==> src/hw/rtl/pid_controller_timed_core_assert.svh <==
// assertion macros for the timed pid controller core
// expects signals clk and rst_n in the scope that uses them
`ifndef PID_CONTROLLER_TIMED_CORE_ASSERT_SVH
`define PID_CONTROLLER_TIMED_CORE_ASSERT_SVH

// consequent checked in the same cycle as the antecedent
`define PIDT_ASSERT_SAME(label, ante, cons, msg) \
    label: assert property (@(posedge clk) disable iff (!rst_n) (ante) |-> (cons)) \
        else $error(msg);

// consequent checked in the cycle after the antecedent
`define PIDT_ASSERT_NEXT(label, ante, cons, msg) \
    label: assert property (@(posedge clk) disable iff (!rst_n) (ante) |=> (cons)) \
        else $error(msg);

`endif

==> src/hw/rtl/pidt_pkg.sv <==
// shared types, constants and microcode rom for the timed pid controller
// no dependencies
package pidt_pkg;

    localparam int PC_W        = 4;
    localparam int DIV_STEPS   = 32;
    localparam int CNT_W       = 6;
    localparam int CFG_INDEX_W = 3;

    // configuration register indexes
    localparam logic [CFG_INDEX_W-1:0] REG_GAIN_P   = 3'd0;
    localparam logic [CFG_INDEX_W-1:0] REG_GAIN_I   = 3'd1;
    localparam logic [CFG_INDEX_W-1:0] REG_GAIN_D   = 3'd2;
    localparam logic [CFG_INDEX_W-1:0] REG_SETPOINT = 3'd3;

    // input op code for a start item
    localparam logic OP_START = 1'b0;

    // magnitude clamp of one gain term
    localparam logic [63:0] TERM_LIMIT = 64'h2000_0000_0000_0000;

    // microcode addresses used as jump targets
    localparam logic [PC_W-1:0] PC_DIV   = 4'd4;
    localparam logic [PC_W-1:0] PC_START = 4'd14;
    localparam logic [PC_W-1:0] PC_DONE  = 4'd15;

    typedef enum logic [3:0] {
        UOP_NOP,
        UOP_ERR_DT,
        UOP_MUL_ERR_DT,
        UOP_INTEG,
        UOP_DIV_STEP,
        UOP_MUL_HI,
        UOP_MUL_LO,
        UOP_TERM,
        UOP_START,
        UOP_DONE
    } uop_t;

    typedef enum logic [1:0] {
        TERM_P,
        TERM_I,
        TERM_D
    } term_t;

    typedef enum logic [1:0] {
        COND_NEXT,
        COND_ALWAYS,
        COND_START,
        COND_LOOP
    } cond_t;

    typedef struct packed {
        uop_t            uop;
        term_t           term;
        cond_t           cond;
        logic [PC_W-1:0] target;
    } ctrl_t;

    // control word plus the strobe that carries it out this cycle
    typedef struct packed {
        logic  exec;
        ctrl_t word;
    } step_t;

    // datapath status seen by the sequencer
    typedef struct packed {
        logic accept;
        logic is_start;
        logic out_hold;
    } seq_status_t;

    // microcode program
    function automatic ctrl_t micro_rom(input logic [PC_W-1:0] pc);
        ctrl_t w;
        case (pc)
            4'd0:    w = '{UOP_NOP,        TERM_P, COND_START,  PC_START};
            4'd1:    w = '{UOP_ERR_DT,     TERM_P, COND_NEXT,   PC_DONE};
            4'd2:    w = '{UOP_MUL_ERR_DT, TERM_P, COND_NEXT,   PC_DONE};
            4'd3:    w = '{UOP_INTEG,      TERM_P, COND_NEXT,   PC_DONE};
            4'd4:    w = '{UOP_DIV_STEP,   TERM_P, COND_LOOP,   PC_DIV};
            4'd5:    w = '{UOP_MUL_HI,     TERM_P, COND_NEXT,   PC_DONE};
            4'd6:    w = '{UOP_MUL_LO,     TERM_P, COND_NEXT,   PC_DONE};
            4'd7:    w = '{UOP_TERM,       TERM_P, COND_NEXT,   PC_DONE};
            4'd8:    w = '{UOP_MUL_HI,     TERM_I, COND_NEXT,   PC_DONE};
            4'd9:    w = '{UOP_MUL_LO,     TERM_I, COND_NEXT,   PC_DONE};
            4'd10:   w = '{UOP_TERM,       TERM_I, COND_NEXT,   PC_DONE};
            4'd11:   w = '{UOP_MUL_HI,     TERM_D, COND_NEXT,   PC_DONE};
            4'd12:   w = '{UOP_MUL_LO,     TERM_D, COND_NEXT,   PC_DONE};
            4'd13:   w = '{UOP_TERM,       TERM_D, COND_ALWAYS, PC_DONE};
            4'd14:   w = '{UOP_START,      TERM_P, COND_NEXT,   PC_DONE};
            4'd15:   w = '{UOP_DONE,       TERM_P, COND_NEXT,   PC_DONE};
            default: w = '{UOP_NOP,        TERM_P, COND_NEXT,   PC_DONE};
        endcase
        return w;
    endfunction

endpackage

==> src/hw/rtl/pidt_seq.sv <==
// microcode sequencer: step counter, loop counter and jump logic
// depends on pidt_pkg for the rom, control word and status types
module pidt_seq (
    input  logic                clk,
    input  logic                rst_n,
    input  pidt_pkg::seq_status_t status,
    output pidt_pkg::step_t     step,
    output logic                busy
);

    typedef enum logic {
        SEQ_IDLE,
        SEQ_RUN
    } seq_state_t;

    seq_state_t                     state_reg, state_next;
    logic [pidt_pkg::PC_W-1:0]      pc_reg, pc_next;
    logic [pidt_pkg::CNT_W-1:0]     cnt_reg, cnt_next;
    pidt_pkg::ctrl_t                word;
    logic                           run;
    logic                           hold;
    logic                           exec;
    logic                           taken;

    // decode current step
    always_comb
    begin
        word = pidt_pkg::micro_rom(pc_reg);
        run  = (state_reg == SEQ_RUN);
        hold = (word.uop == pidt_pkg::UOP_DONE) && status.out_hold;
        exec = run && !hold;
        case (word.cond)
            pidt_pkg::COND_NEXT:   taken = 1'b0;
            pidt_pkg::COND_ALWAYS: taken = 1'b1;
            pidt_pkg::COND_START:  taken = status.is_start;
            pidt_pkg::COND_LOOP:   taken = (cnt_reg != pidt_pkg::CNT_W'(1));
            default:               taken = 1'b0;
        endcase
    end

    // next step and loop count
    always_comb
    begin
        state_next = state_reg;
        pc_next    = pc_reg;
        cnt_next   = cnt_reg;
        if (!run)
        begin
            if (status.accept)
            begin
                state_next = SEQ_RUN;
                pc_next    = '0;
            end
        end
        else if (exec)
        begin
            if (word.uop == pidt_pkg::UOP_DONE)
            begin
                state_next = SEQ_IDLE;
            end
            else
            begin
                pc_next = taken ? word.target : pc_reg + pidt_pkg::PC_W'(1);
            end
            // loop count reloads outside a loop, counts down inside it
            if (word.cond == pidt_pkg::COND_LOOP)
            begin
                cnt_next = cnt_reg - pidt_pkg::CNT_W'(1);
            end
            else
            begin
                cnt_next = pidt_pkg::CNT_W'(pidt_pkg::DIV_STEPS);
            end
        end
    end

    // state and registered control
    always_ff @(posedge clk or negedge rst_n)
    begin
        if (!rst_n)
        begin
            state_reg <= SEQ_IDLE;
            pc_reg    <= '0;
            cnt_reg   <= pidt_pkg::CNT_W'(pidt_pkg::DIV_STEPS);
        end
        else
        begin
            state_reg <= state_next;
            pc_reg    <= pc_next;
            cnt_reg   <= cnt_next;
        end
    end

    assign step.exec = exec;
    assign step.word = word;
    assign busy      = run;

endmodule

==> src/hw/rtl/pid_controller_timed_core.sv <==
// timed pid controller core: configuration registers, datapath and output register
// depends on pidt_pkg, pidt_seq and pid_controller_timed_core_assert.svh
`include "pid_controller_timed_core_assert.svh"

// A sample item runs the error, integral, divide and gain term steps of the
// microcode from its input transfer until its result is in the output register,
// and a start item runs the start step; the next input transfer is taken in
// the cycle the result appears, so a new item waits until the last is done.
// The microcode holds a restoring divide for the derivative at one quotient bit
// per cycle and one shared 32x32 multiplier that forms the error times interval
// product and two partial products for each of the three gain terms. A finished
// result waits in the output register while the next item is already being
// worked on; the last step holds only if that register is still full and stalled.
// Configuration writes are always accepted and must be made while idle.
module pid_controller_timed_core #(
    parameter int FRAC_BITS = 16
) (
    input  logic                               clk,
    input  logic                               rst_n,
    input  logic                               cfg_valid,
    output logic                               cfg_ready,
    input  logic [pidt_pkg::CFG_INDEX_W-1:0]   cfg_index,
    input  logic [31:0]                        cfg_data,
    input  logic                               in_valid,
    output logic                               in_stall,
    input  logic                               op,
    input  logic signed [31:0]                 measurement,
    input  logic [31:0]                        timestamp,
    output logic                               out_valid,
    input  logic                               out_stall,
    output logic signed [31:0]                 drive,
    output logic                               not_started,
    output logic                               zero_interval,
    output logic                               saturated
);

    localparam logic [63:0] HI_LIMIT = 64'd1 << (29 + FRAC_BITS);
    localparam int          HI_SHIFT = 32 - FRAC_BITS;
    localparam int          LO_SHIFT = FRAC_BITS;

    localparam logic [31:0] MAX32 = 32'h7fff_ffff;
    localparam logic [31:0] MIN32 = 32'h8000_0000;
    localparam logic [63:0] MAX64 = 64'h7fff_ffff_ffff_ffff;
    localparam logic [63:0] MIN64 = 64'h8000_0000_0000_0000;

    // control state and registers with reset values
    logic [31:0] gain_p_reg, gain_p_next;
    logic [31:0] gain_i_reg, gain_i_next;
    logic [31:0] gain_d_reg, gain_d_next;
    logic [31:0] setpoint_reg, setpoint_next;
    logic [63:0] integral_reg, integral_next;
    logic [31:0] last_error_reg, last_error_next;
    logic [31:0] last_time_reg, last_time_next;
    logic        running_reg, running_next;
    logic        out_valid_reg, out_valid_next;

    // payload and working registers
    logic        op_reg, op_next;
    logic [31:0] meas_reg, meas_next;
    logic [31:0] ts_reg, ts_next;
    logic [31:0] err_reg, err_next;
    logic [31:0] dt_reg, dt_next;
    logic        ns_reg, ns_next;
    logic        zero_reg, zero_next;
    logic        sat_reg, sat_next;
    logic [63:0] prod_reg, prod_next;
    logic [63:0] phi_reg, phi_next;
    logic [31:0] rem_reg, rem_next;
    logic [31:0] quo_reg, quo_next;
    logic        num_neg_reg, num_neg_next;
    logic [63:0] acc_reg, acc_next;
    logic [31:0] drive_reg, drive_next;
    logic        ns_out_reg, ns_out_next;
    logic        zero_out_reg, zero_out_next;
    logic        sat_out_reg, sat_out_next;

    // datapath helpers
    logic                  in_accept;
    logic                  busy;
    pidt_pkg::step_t       step;
    pidt_pkg::seq_status_t status;
    logic [32:0]           err_diff;
    logic                  err_ovf;
    logic [31:0]           err_sat;
    logic [31:0]           dt_val;
    logic [31:0]           err_mag;
    logic [63:0]           prod_signed;
    logic [64:0]           integ_sum;
    logic                  integ_ovf;
    logic [63:0]           integ_new;
    logic [63:0]           integ_mag;
    logic [32:0]           num;
    logic [32:0]           num_mag;
    logic [32:0]           div_shift;
    logic [32:0]           div_diff;
    logic                  div_ge;
    logic [31:0]           gain_sel;
    logic [63:0]           ub_sel;
    logic                  b_neg;
    logic [31:0]           gain_mag;
    logic                  term_neg;
    logic [31:0]           mul_a;
    logic [31:0]           mul_b;
    logic [63:0]           mul_p;
    logic [63:0]           q_sum;
    logic [63:0]           q_mag;
    logic [63:0]           term_val;
    logic                  acc_ovf;
    logic [31:0]           drive_sat;
    logic                  done_exec;

    assign in_accept = in_valid && !in_stall;
    assign in_stall  = busy;
    assign cfg_ready = 1'b1;

    // sequencer
    assign status.accept   = in_accept;
    assign status.is_start = (op_reg == pidt_pkg::OP_START);
    assign status.out_hold = out_valid_reg && out_stall;

    pidt_seq u_seq (
        .clk    (clk),
        .rst_n  (rst_n),
        .status (status),
        .step   (step),
        .busy   (busy)
    );

    // error with saturation and time interval
    always_comb
    begin
        err_diff = {setpoint_reg[31], setpoint_reg} - {meas_reg[31], meas_reg};
        err_ovf  = err_diff[32] ^ err_diff[31];
        err_sat  = err_ovf ? (err_diff[32] ? MIN32 : MAX32) : err_diff[31:0];
        dt_val   = ts_reg - last_time_reg;
        err_mag  = err_reg[31] ? 32'd0 - err_reg : err_reg;
    end

    // saturating integral update
    always_comb
    begin
        prod_signed = err_reg[31] ? 64'd0 - prod_reg : prod_reg;
        integ_sum   = {integral_reg[63], integral_reg} + {prod_signed[63], prod_signed};
        integ_ovf   = integ_sum[64] ^ integ_sum[63];
        integ_new   = integ_ovf ? (integ_sum[64] ? MIN64 : MAX64) : integ_sum[63:0];
        integ_mag   = integral_reg[63] ? 64'd0 - integral_reg : integral_reg;
    end

    // derivative numerator and one restoring divide step
    always_comb
    begin
        num       = {err_reg[31], err_reg} - {last_error_reg[31], last_error_reg};
        num_mag   = num[32] ? 33'd0 - num : num;
        div_shift = {rem_reg, quo_reg[31]};
        div_ge    = (div_shift >= {1'b0, dt_reg});
        div_diff  = div_shift - {1'b0, dt_reg};
    end

    // gain term operand select
    always_comb
    begin
        case (step.word.term)
            pidt_pkg::TERM_P:
            begin
                gain_sel = gain_p_reg;
                ub_sel   = {32'd0, err_mag};
                b_neg    = err_reg[31];
            end
            pidt_pkg::TERM_I:
            begin
                gain_sel = gain_i_reg;
                ub_sel   = integ_mag;
                b_neg    = integral_reg[63];
            end
            pidt_pkg::TERM_D:
            begin
                gain_sel = gain_d_reg;
                ub_sel   = {32'd0, zero_reg ? 32'd0 : quo_reg};
                b_neg    = num_neg_reg;
            end
            default:
            begin
                gain_sel = '0;
                ub_sel   = '0;
                b_neg    = 1'b0;
            end
        endcase
        gain_mag = gain_sel[31] ? 32'd0 - gain_sel : gain_sel;
        term_neg = gain_sel[31] ^ b_neg;
    end

    // shared unsigned multiplier
    always_comb
    begin
        case (step.word.uop)
            pidt_pkg::UOP_MUL_ERR_DT:
            begin
                mul_a = err_mag;
                mul_b = dt_reg;
            end
            pidt_pkg::UOP_MUL_HI:
            begin
                mul_a = gain_mag;
                mul_b = ub_sel[63:32];
            end
            default:
            begin
                mul_a = gain_mag;
                mul_b = ub_sel[31:0];
            end
        endcase
        mul_p = 64'(mul_a) * 64'(mul_b);
    end

    // term from partial products, shift, clamp and sign
    always_comb
    begin
        q_sum    = (phi_reg << HI_SHIFT) + (prod_reg >> LO_SHIFT);
        q_mag    = ((phi_reg >= HI_LIMIT) || (q_sum > pidt_pkg::TERM_LIMIT))
                   ? pidt_pkg::TERM_LIMIT : q_sum;
        term_val = term_neg ? 64'd0 - q_mag : q_mag;
    end

    // drive saturation
    always_comb
    begin
        acc_ovf   = !((&acc_reg[63:31]) || (~|acc_reg[63:31]));
        drive_sat = acc_ovf ? (acc_reg[63] ? MIN32 : MAX32) : acc_reg[31:0];
    end

    // next values
    always_comb
    begin
        gain_p_next     = gain_p_reg;
        gain_i_next     = gain_i_reg;
        gain_d_next     = gain_d_reg;
        setpoint_next   = setpoint_reg;
        integral_next   = integral_reg;
        last_error_next = last_error_reg;
        last_time_next  = last_time_reg;
        running_next    = running_reg;
        out_valid_next  = out_valid_reg;
        op_next         = op_reg;
        meas_next       = meas_reg;
        ts_next         = ts_reg;
        err_next        = err_reg;
        dt_next         = dt_reg;
        ns_next         = ns_reg;
        zero_next       = zero_reg;
        sat_next        = sat_reg;
        prod_next       = prod_reg;
        phi_next        = phi_reg;
        rem_next        = rem_reg;
        quo_next        = quo_reg;
        num_neg_next    = num_neg_reg;
        acc_next        = acc_reg;
        drive_next      = drive_reg;
        ns_out_next     = ns_out_reg;
        zero_out_next   = zero_out_reg;
        sat_out_next    = sat_out_reg;

        // configuration write
        if (cfg_valid && cfg_ready)
        begin
            case (cfg_index)
                pidt_pkg::REG_GAIN_P:   gain_p_next   = cfg_data;
                pidt_pkg::REG_GAIN_I:   gain_i_next   = cfg_data;
                pidt_pkg::REG_GAIN_D:   gain_d_next   = cfg_data;
                pidt_pkg::REG_SETPOINT: setpoint_next = cfg_data;
                default:                ;
            endcase
        end

        // input transfer
        if (in_accept)
        begin
            op_next   = op;
            meas_next = measurement;
            ts_next   = timestamp;
        end

        // output transfer
        if (out_valid_reg && !out_stall)
        begin
            out_valid_next = 1'b0;
        end

        // microcode step
        if (step.exec)
        begin
            case (step.word.uop)
                pidt_pkg::UOP_ERR_DT:
                begin
                    err_next       = err_sat;
                    dt_next        = dt_val;
                    last_time_next = ts_reg;
                    ns_next        = !running_reg;
                    zero_next      = (dt_val == 32'd0);
                    sat_next       = err_ovf;
                end
                pidt_pkg::UOP_MUL_ERR_DT:
                begin
                    prod_next = mul_p;
                end
                pidt_pkg::UOP_INTEG:
                begin
                    integral_next   = integ_new;
                    sat_next        = sat_reg | integ_ovf;
                    quo_next        = num_mag[31:0];
                    rem_next        = '0;
                    num_neg_next    = num[32];
                    last_error_next = err_reg;
                    acc_next        = '0;
                end
                pidt_pkg::UOP_DIV_STEP:
                begin
                    rem_next = div_ge ? div_diff[31:0] : div_shift[31:0];
                    quo_next = {quo_reg[30:0], div_ge};
                end
                pidt_pkg::UOP_MUL_HI:
                begin
                    prod_next = mul_p;
                end
                pidt_pkg::UOP_MUL_LO:
                begin
                    phi_next  = prod_reg;
                    prod_next = mul_p;
                end
                pidt_pkg::UOP_TERM:
                begin
                    acc_next = acc_reg + term_val;
                end
                pidt_pkg::UOP_START:
                begin
                    integral_next   = '0;
                    last_error_next = setpoint_reg;
                    last_time_next  = ts_reg;
                    running_next    = 1'b1;
                    acc_next        = '0;
                    ns_next         = 1'b0;
                    zero_next       = 1'b0;
                    sat_next        = 1'b0;
                end
                pidt_pkg::UOP_DONE:
                begin
                    drive_next     = drive_sat;
                    ns_out_next    = ns_reg;
                    zero_out_next  = zero_reg;
                    sat_out_next   = sat_reg | acc_ovf;
                    out_valid_next = 1'b1;
                end
                default:
                begin
                end
            endcase
        end
    end

    // registers with reset
    always_ff @(posedge clk or negedge rst_n)
    begin
        if (!rst_n)
        begin
            gain_p_reg     <= '0;
            gain_i_reg     <= '0;
            gain_d_reg     <= '0;
            setpoint_reg   <= '0;
            integral_reg   <= '0;
            last_error_reg <= '0;
            last_time_reg  <= '0;
            running_reg    <= 1'b0;
            out_valid_reg  <= 1'b0;
        end
        else
        begin
            gain_p_reg     <= gain_p_next;
            gain_i_reg     <= gain_i_next;
            gain_d_reg     <= gain_d_next;
            setpoint_reg   <= setpoint_next;
            integral_reg   <= integral_next;
            last_error_reg <= last_error_next;
            last_time_reg  <= last_time_next;
            running_reg    <= running_next;
            out_valid_reg  <= out_valid_next;
        end
    end

    // payload registers
    always_ff @(posedge clk)
    begin
        op_reg       <= op_next;
        meas_reg     <= meas_next;
        ts_reg       <= ts_next;
        err_reg      <= err_next;
        dt_reg       <= dt_next;
        ns_reg       <= ns_next;
        zero_reg     <= zero_next;
        sat_reg      <= sat_next;
        prod_reg     <= prod_next;
        phi_reg      <= phi_next;
        rem_reg      <= rem_next;
        quo_reg      <= quo_next;
        num_neg_reg  <= num_neg_next;
        acc_reg      <= acc_next;
        drive_reg    <= drive_next;
        ns_out_reg   <= ns_out_next;
        zero_out_reg <= zero_out_next;
        sat_out_reg  <= sat_out_next;
    end

    assign out_valid     = out_valid_reg;
    assign drive         = drive_reg;
    assign not_started   = ns_out_reg;
    assign zero_interval = zero_out_reg;
    assign saturated     = sat_out_reg;

    // checks
    assign done_exec = step.exec && (step.word.uop == pidt_pkg::UOP_DONE);

    `PIDT_ASSERT_SAME(a_no_overwrite, done_exec, !status.out_hold, "stalled result overwritten")
    `PIDT_ASSERT_SAME(a_valid_from_done, $rose(out_valid_reg), $past(done_exec), "stray valid")
    `PIDT_ASSERT_NEXT(a_busy_after_accept, in_accept, in_stall, "no stall after transfer")

endmodule
==> config.mk <==
export PLATFORM = sky130hd
export DESIGN_NAME = pid_controller_timed_core
export DESIGN_NICKNAME = d
export VERILOG_FILES = /design/src/hw/rtl/pidt_pkg.sv /design/src/hw/rtl/pidt_seq.sv /design/src/hw/rtl/pid_controller_timed_core.sv
export VERILOG_INCLUDE_DIRS = /design/src /design/src/hw/rtl
export SDC_FILE = /design/constraint.sdc
export NUM_CORES = 2
export LEC_CHECK = 0
export BUFFER_PORTS_ARGS = -buffer_cell sky130_fd_sc_hd__buf_2
export CAP_MARGIN = 10
export CORE_MARGIN = 4
export CORE_UTILIZATION = 45
export CTS_CLUSTER_SIZE = 20
export DETAILED_ROUTE_END_ITERATION = 7
export SLEW_MARGIN = 15
export SYNTH_ARGS = -nofsm -noshare
export SYNTH_HDL_FRONTEND = slang
export SYNTH_SLANG_ARGS = --single-unit
==> constraint.sdc <==
create_clock -name clk -period 16 [get_ports clk]
set_input_delay 0.8 -clock clk [delete_from_list [all_inputs] [get_ports clk]]
set_output_delay 0.8 -clock clk [all_outputs]
set_load 0.02 [all_outputs]
==> out/metrics.cfg <==
[logic_synthesis]
synth_top_cell_by_area=fa_1
syn-instance-count=9162
synth_nets=10732
ys.flop_type=edfxtp_1
synth-seq-area-share_pct=23.8
synth_warnings=0
synth.distinct_cells=98
synth-seq-cells=693
synth_top_cell_area_share_pct=22.1
synth_area_leaders=fa_1 22%, edfxtp_1 16%, ha_1 8.6%
synth_edf_count=424
async_reset_ff_share_pct=38.8
netlist_area_um2=81900
syn_avg_cell_area_um2=8.94

[sta]
drv_slew=0
slew_headroom_pct=23.8
hold_violations=0
fmax_mhz=76.4
worstMarginPinSlew_ps=1130
timing.setup.tns_ps=0
finalCriticalPeriod_ps=13090
clock_skew_ps=40.1
rsz0062_at_grt=false
setup_viol=0
finalCritPeriodShare_pct=81.8

[cts]
cts_sinks=693
cts_hold_buf=0
clk_latency_ps=720
cts_tree=done
cts_htree_levels=3
cts-root-buf=clkbuf_16
post_cts_buffers=0
post_cts_resized=0
clk_pin_slew_worst_paths_ps=60
clk_path_buf_depth=3
tritoncts.num_buffers=82

[min_path]
hp-class=in2async

[worst_setup_path]
endpoint_kind=register
r2r_start=u_seq.pc_reg[2]
cp.arrival_ps=13510
regToRegEndpoint=prod_reg[59]
path_max_fanout=40
worst_path_largest_cell_delay_ps=830
cpLargestDelayFamily=adder cells
crit_required_ps=16420
crit_path_frequent_cell=fa_1
cp_num_buf_inv=5
rrSetupSlack_ps=2910
reg2regPathDepth=39
cp_slowest_cell=dfrtp_1
path_class=reg2reg
worstSetupStartpointType=register

[routing]
route.detailed.drc=0
highest_layer=met5
wl_mm=280
drt_pass1_iterations=7
vias_per_cell=5.81
drt_iter0_drc=6302
detail-route-antenna-nets=0
num_vias=67345
wl_met2_mm=125
wire_per_inst_um=24.2
dr_wl_met3_mm=21.8
met1_length_mm=116

[placed_design]
io_buffers=141
gp_congestion=1.01
place_hpwl_mm=218

[global_routing]
grt-ovfl-total=0
grt_pass1_wl_mm=422
grt_pass1_vias=67203
antenna_found_initial=19
grtUsageTotal_pct=29.7
grt_start_max_net_pins=79

[cells_and_area]
fill_cells=17048
regArea_um2=19500
multi_input_area_um2=56900
drive_above_1_share_pct=7.91
syn_to_final_growth_pct=8.13
final_nets=10709

[floorplan]
io_pins=143
die_y_um=435
num_rows=156
core_area_um2=181000
dieArea_um2=189000
dieWidth_um=435
initial_core_util_pct=45.3

[outcome]
status=finished, final reports clean

[run]
drv_cap=0

-- area by class of cell --
class,count,area share [%]
multi-input combinational,6855,64.3
sequential,693,22.0
inverter,1209,5.12
tap,2370,3.35
clock buffer,104,2.47
timing repair buffer,298,2.14
clock inverter,49,0.655
antenna,11,0.0311
-- cells by family (layout without fill, tap and decap cells) --
logic type | count (synthesis) | after routing | synth area share [%]
simple gates | 2828 | 2828 | 15.5
compound gates | 1803 | 1803 | 14.1
buf+inv | 1614 | 1660 | 7.43
fa+ha+maj | 1473 | 1473 | 30.8
flops | 693 | 693 | 23.8
xor+xnor | 549 | 549 | 5.87
mux | 201 | 201 | 2.66
other cells | 1 | 12 | 0.00458
-- layout by cell type (no fill, tap or decap), types with 216 or more instances in the layout --
cell type / n
a21o_1: 216
a21oi_1: 429
dfrtp_1: 267
edfxtp_1: 424
fa_1: 903
ha_1: 562
inv_1: 1204
nand2_1: 1031
nor2_1: 935
o21ai_0: 493
xnor2_1: 319
xor2_1: 227
-- metrics by stage --
step           cell area (um^2)  instances  utilization [%]  hold slack, ps  worst slack, ps
6_report                  88600      11589             49.0            46.3             2910
2_1_floorplan             81900       9162                -             400             4940
3_3_place_gp              85800      11425             47.4             462             3250
4_1_cts                   88500      11578             48.9            37.2             3020
3_5_place_dp              85800      11425             47.4             456             3130
5_1_grt                   88600      11580             48.9            74.4             2220
-- how the worst max path moves through the flow --
| stage | from | endpoint | slack (ps) | depth (start not counted) |
|---|---|---|---|---|
| floorplan | u_seq.pc_reg[0] | prod_reg[59] | 4940 | 45 |
| global placement | u_seq.pc_reg[2] | prod_reg[63] | 3250 | 39 |
| detailed placement | u_seq.pc_reg[2] | prod_reg[59] | 3130 | 39 |
| CTS | u_seq.pc_reg[2] | prod_reg[59] | 3020 | 39 |
| global route | u_seq.pc_reg[2] | prod_reg[59] | 2220 | 39 |
| finish | u_seq.pc_reg[2] | prod_reg[59] | 2910 | 39 |
-- worst register-to-register path: cells and delay by family (launching register included) --
family,cells,cell delay [ps]
AO/OA/AOI/OAI,14,3420
AND/OR/NAND/NOR,8,2910
adder cells (fa/ha/maj),10,4610
XOR/XNOR,2,330
flip-flops,1,830
buffers and inverters,5,710
-- Yosys cell counts (all sizes together), types with 29 or more instances --
library cell,number
xor2,227
o211ai,32
buf,38
o21bai,48
or2,54
nor2b,56
inv,1205
fa,903
o21a,101
edfxtp,424
a21oi,433
xnor2,322
a211oi,51
o41ai,29
mux2,132
o31ai,70
nor2,948
or3,65
nand2,1033
nor3,104
nor4,63
and2,63
a31oi,52
a21o,216
or4,38
mux2i,69
nand3,113
dfrtp,268
ha,562
o21ai,519
nand2b,134
clkbuf,367
nand4,65
and3,33
-- routing by layer --
metal	vias up	global-route usage, %
met4	8	14.7
met2	2667	46.5
met5	-	0
li1	30523	-
met3	624	5.44
met1	33523	39.7
Power is left out: the tool's default activity adds up to more than one toggle a clock period on the data nets, which glitch-free logic cannot reach.
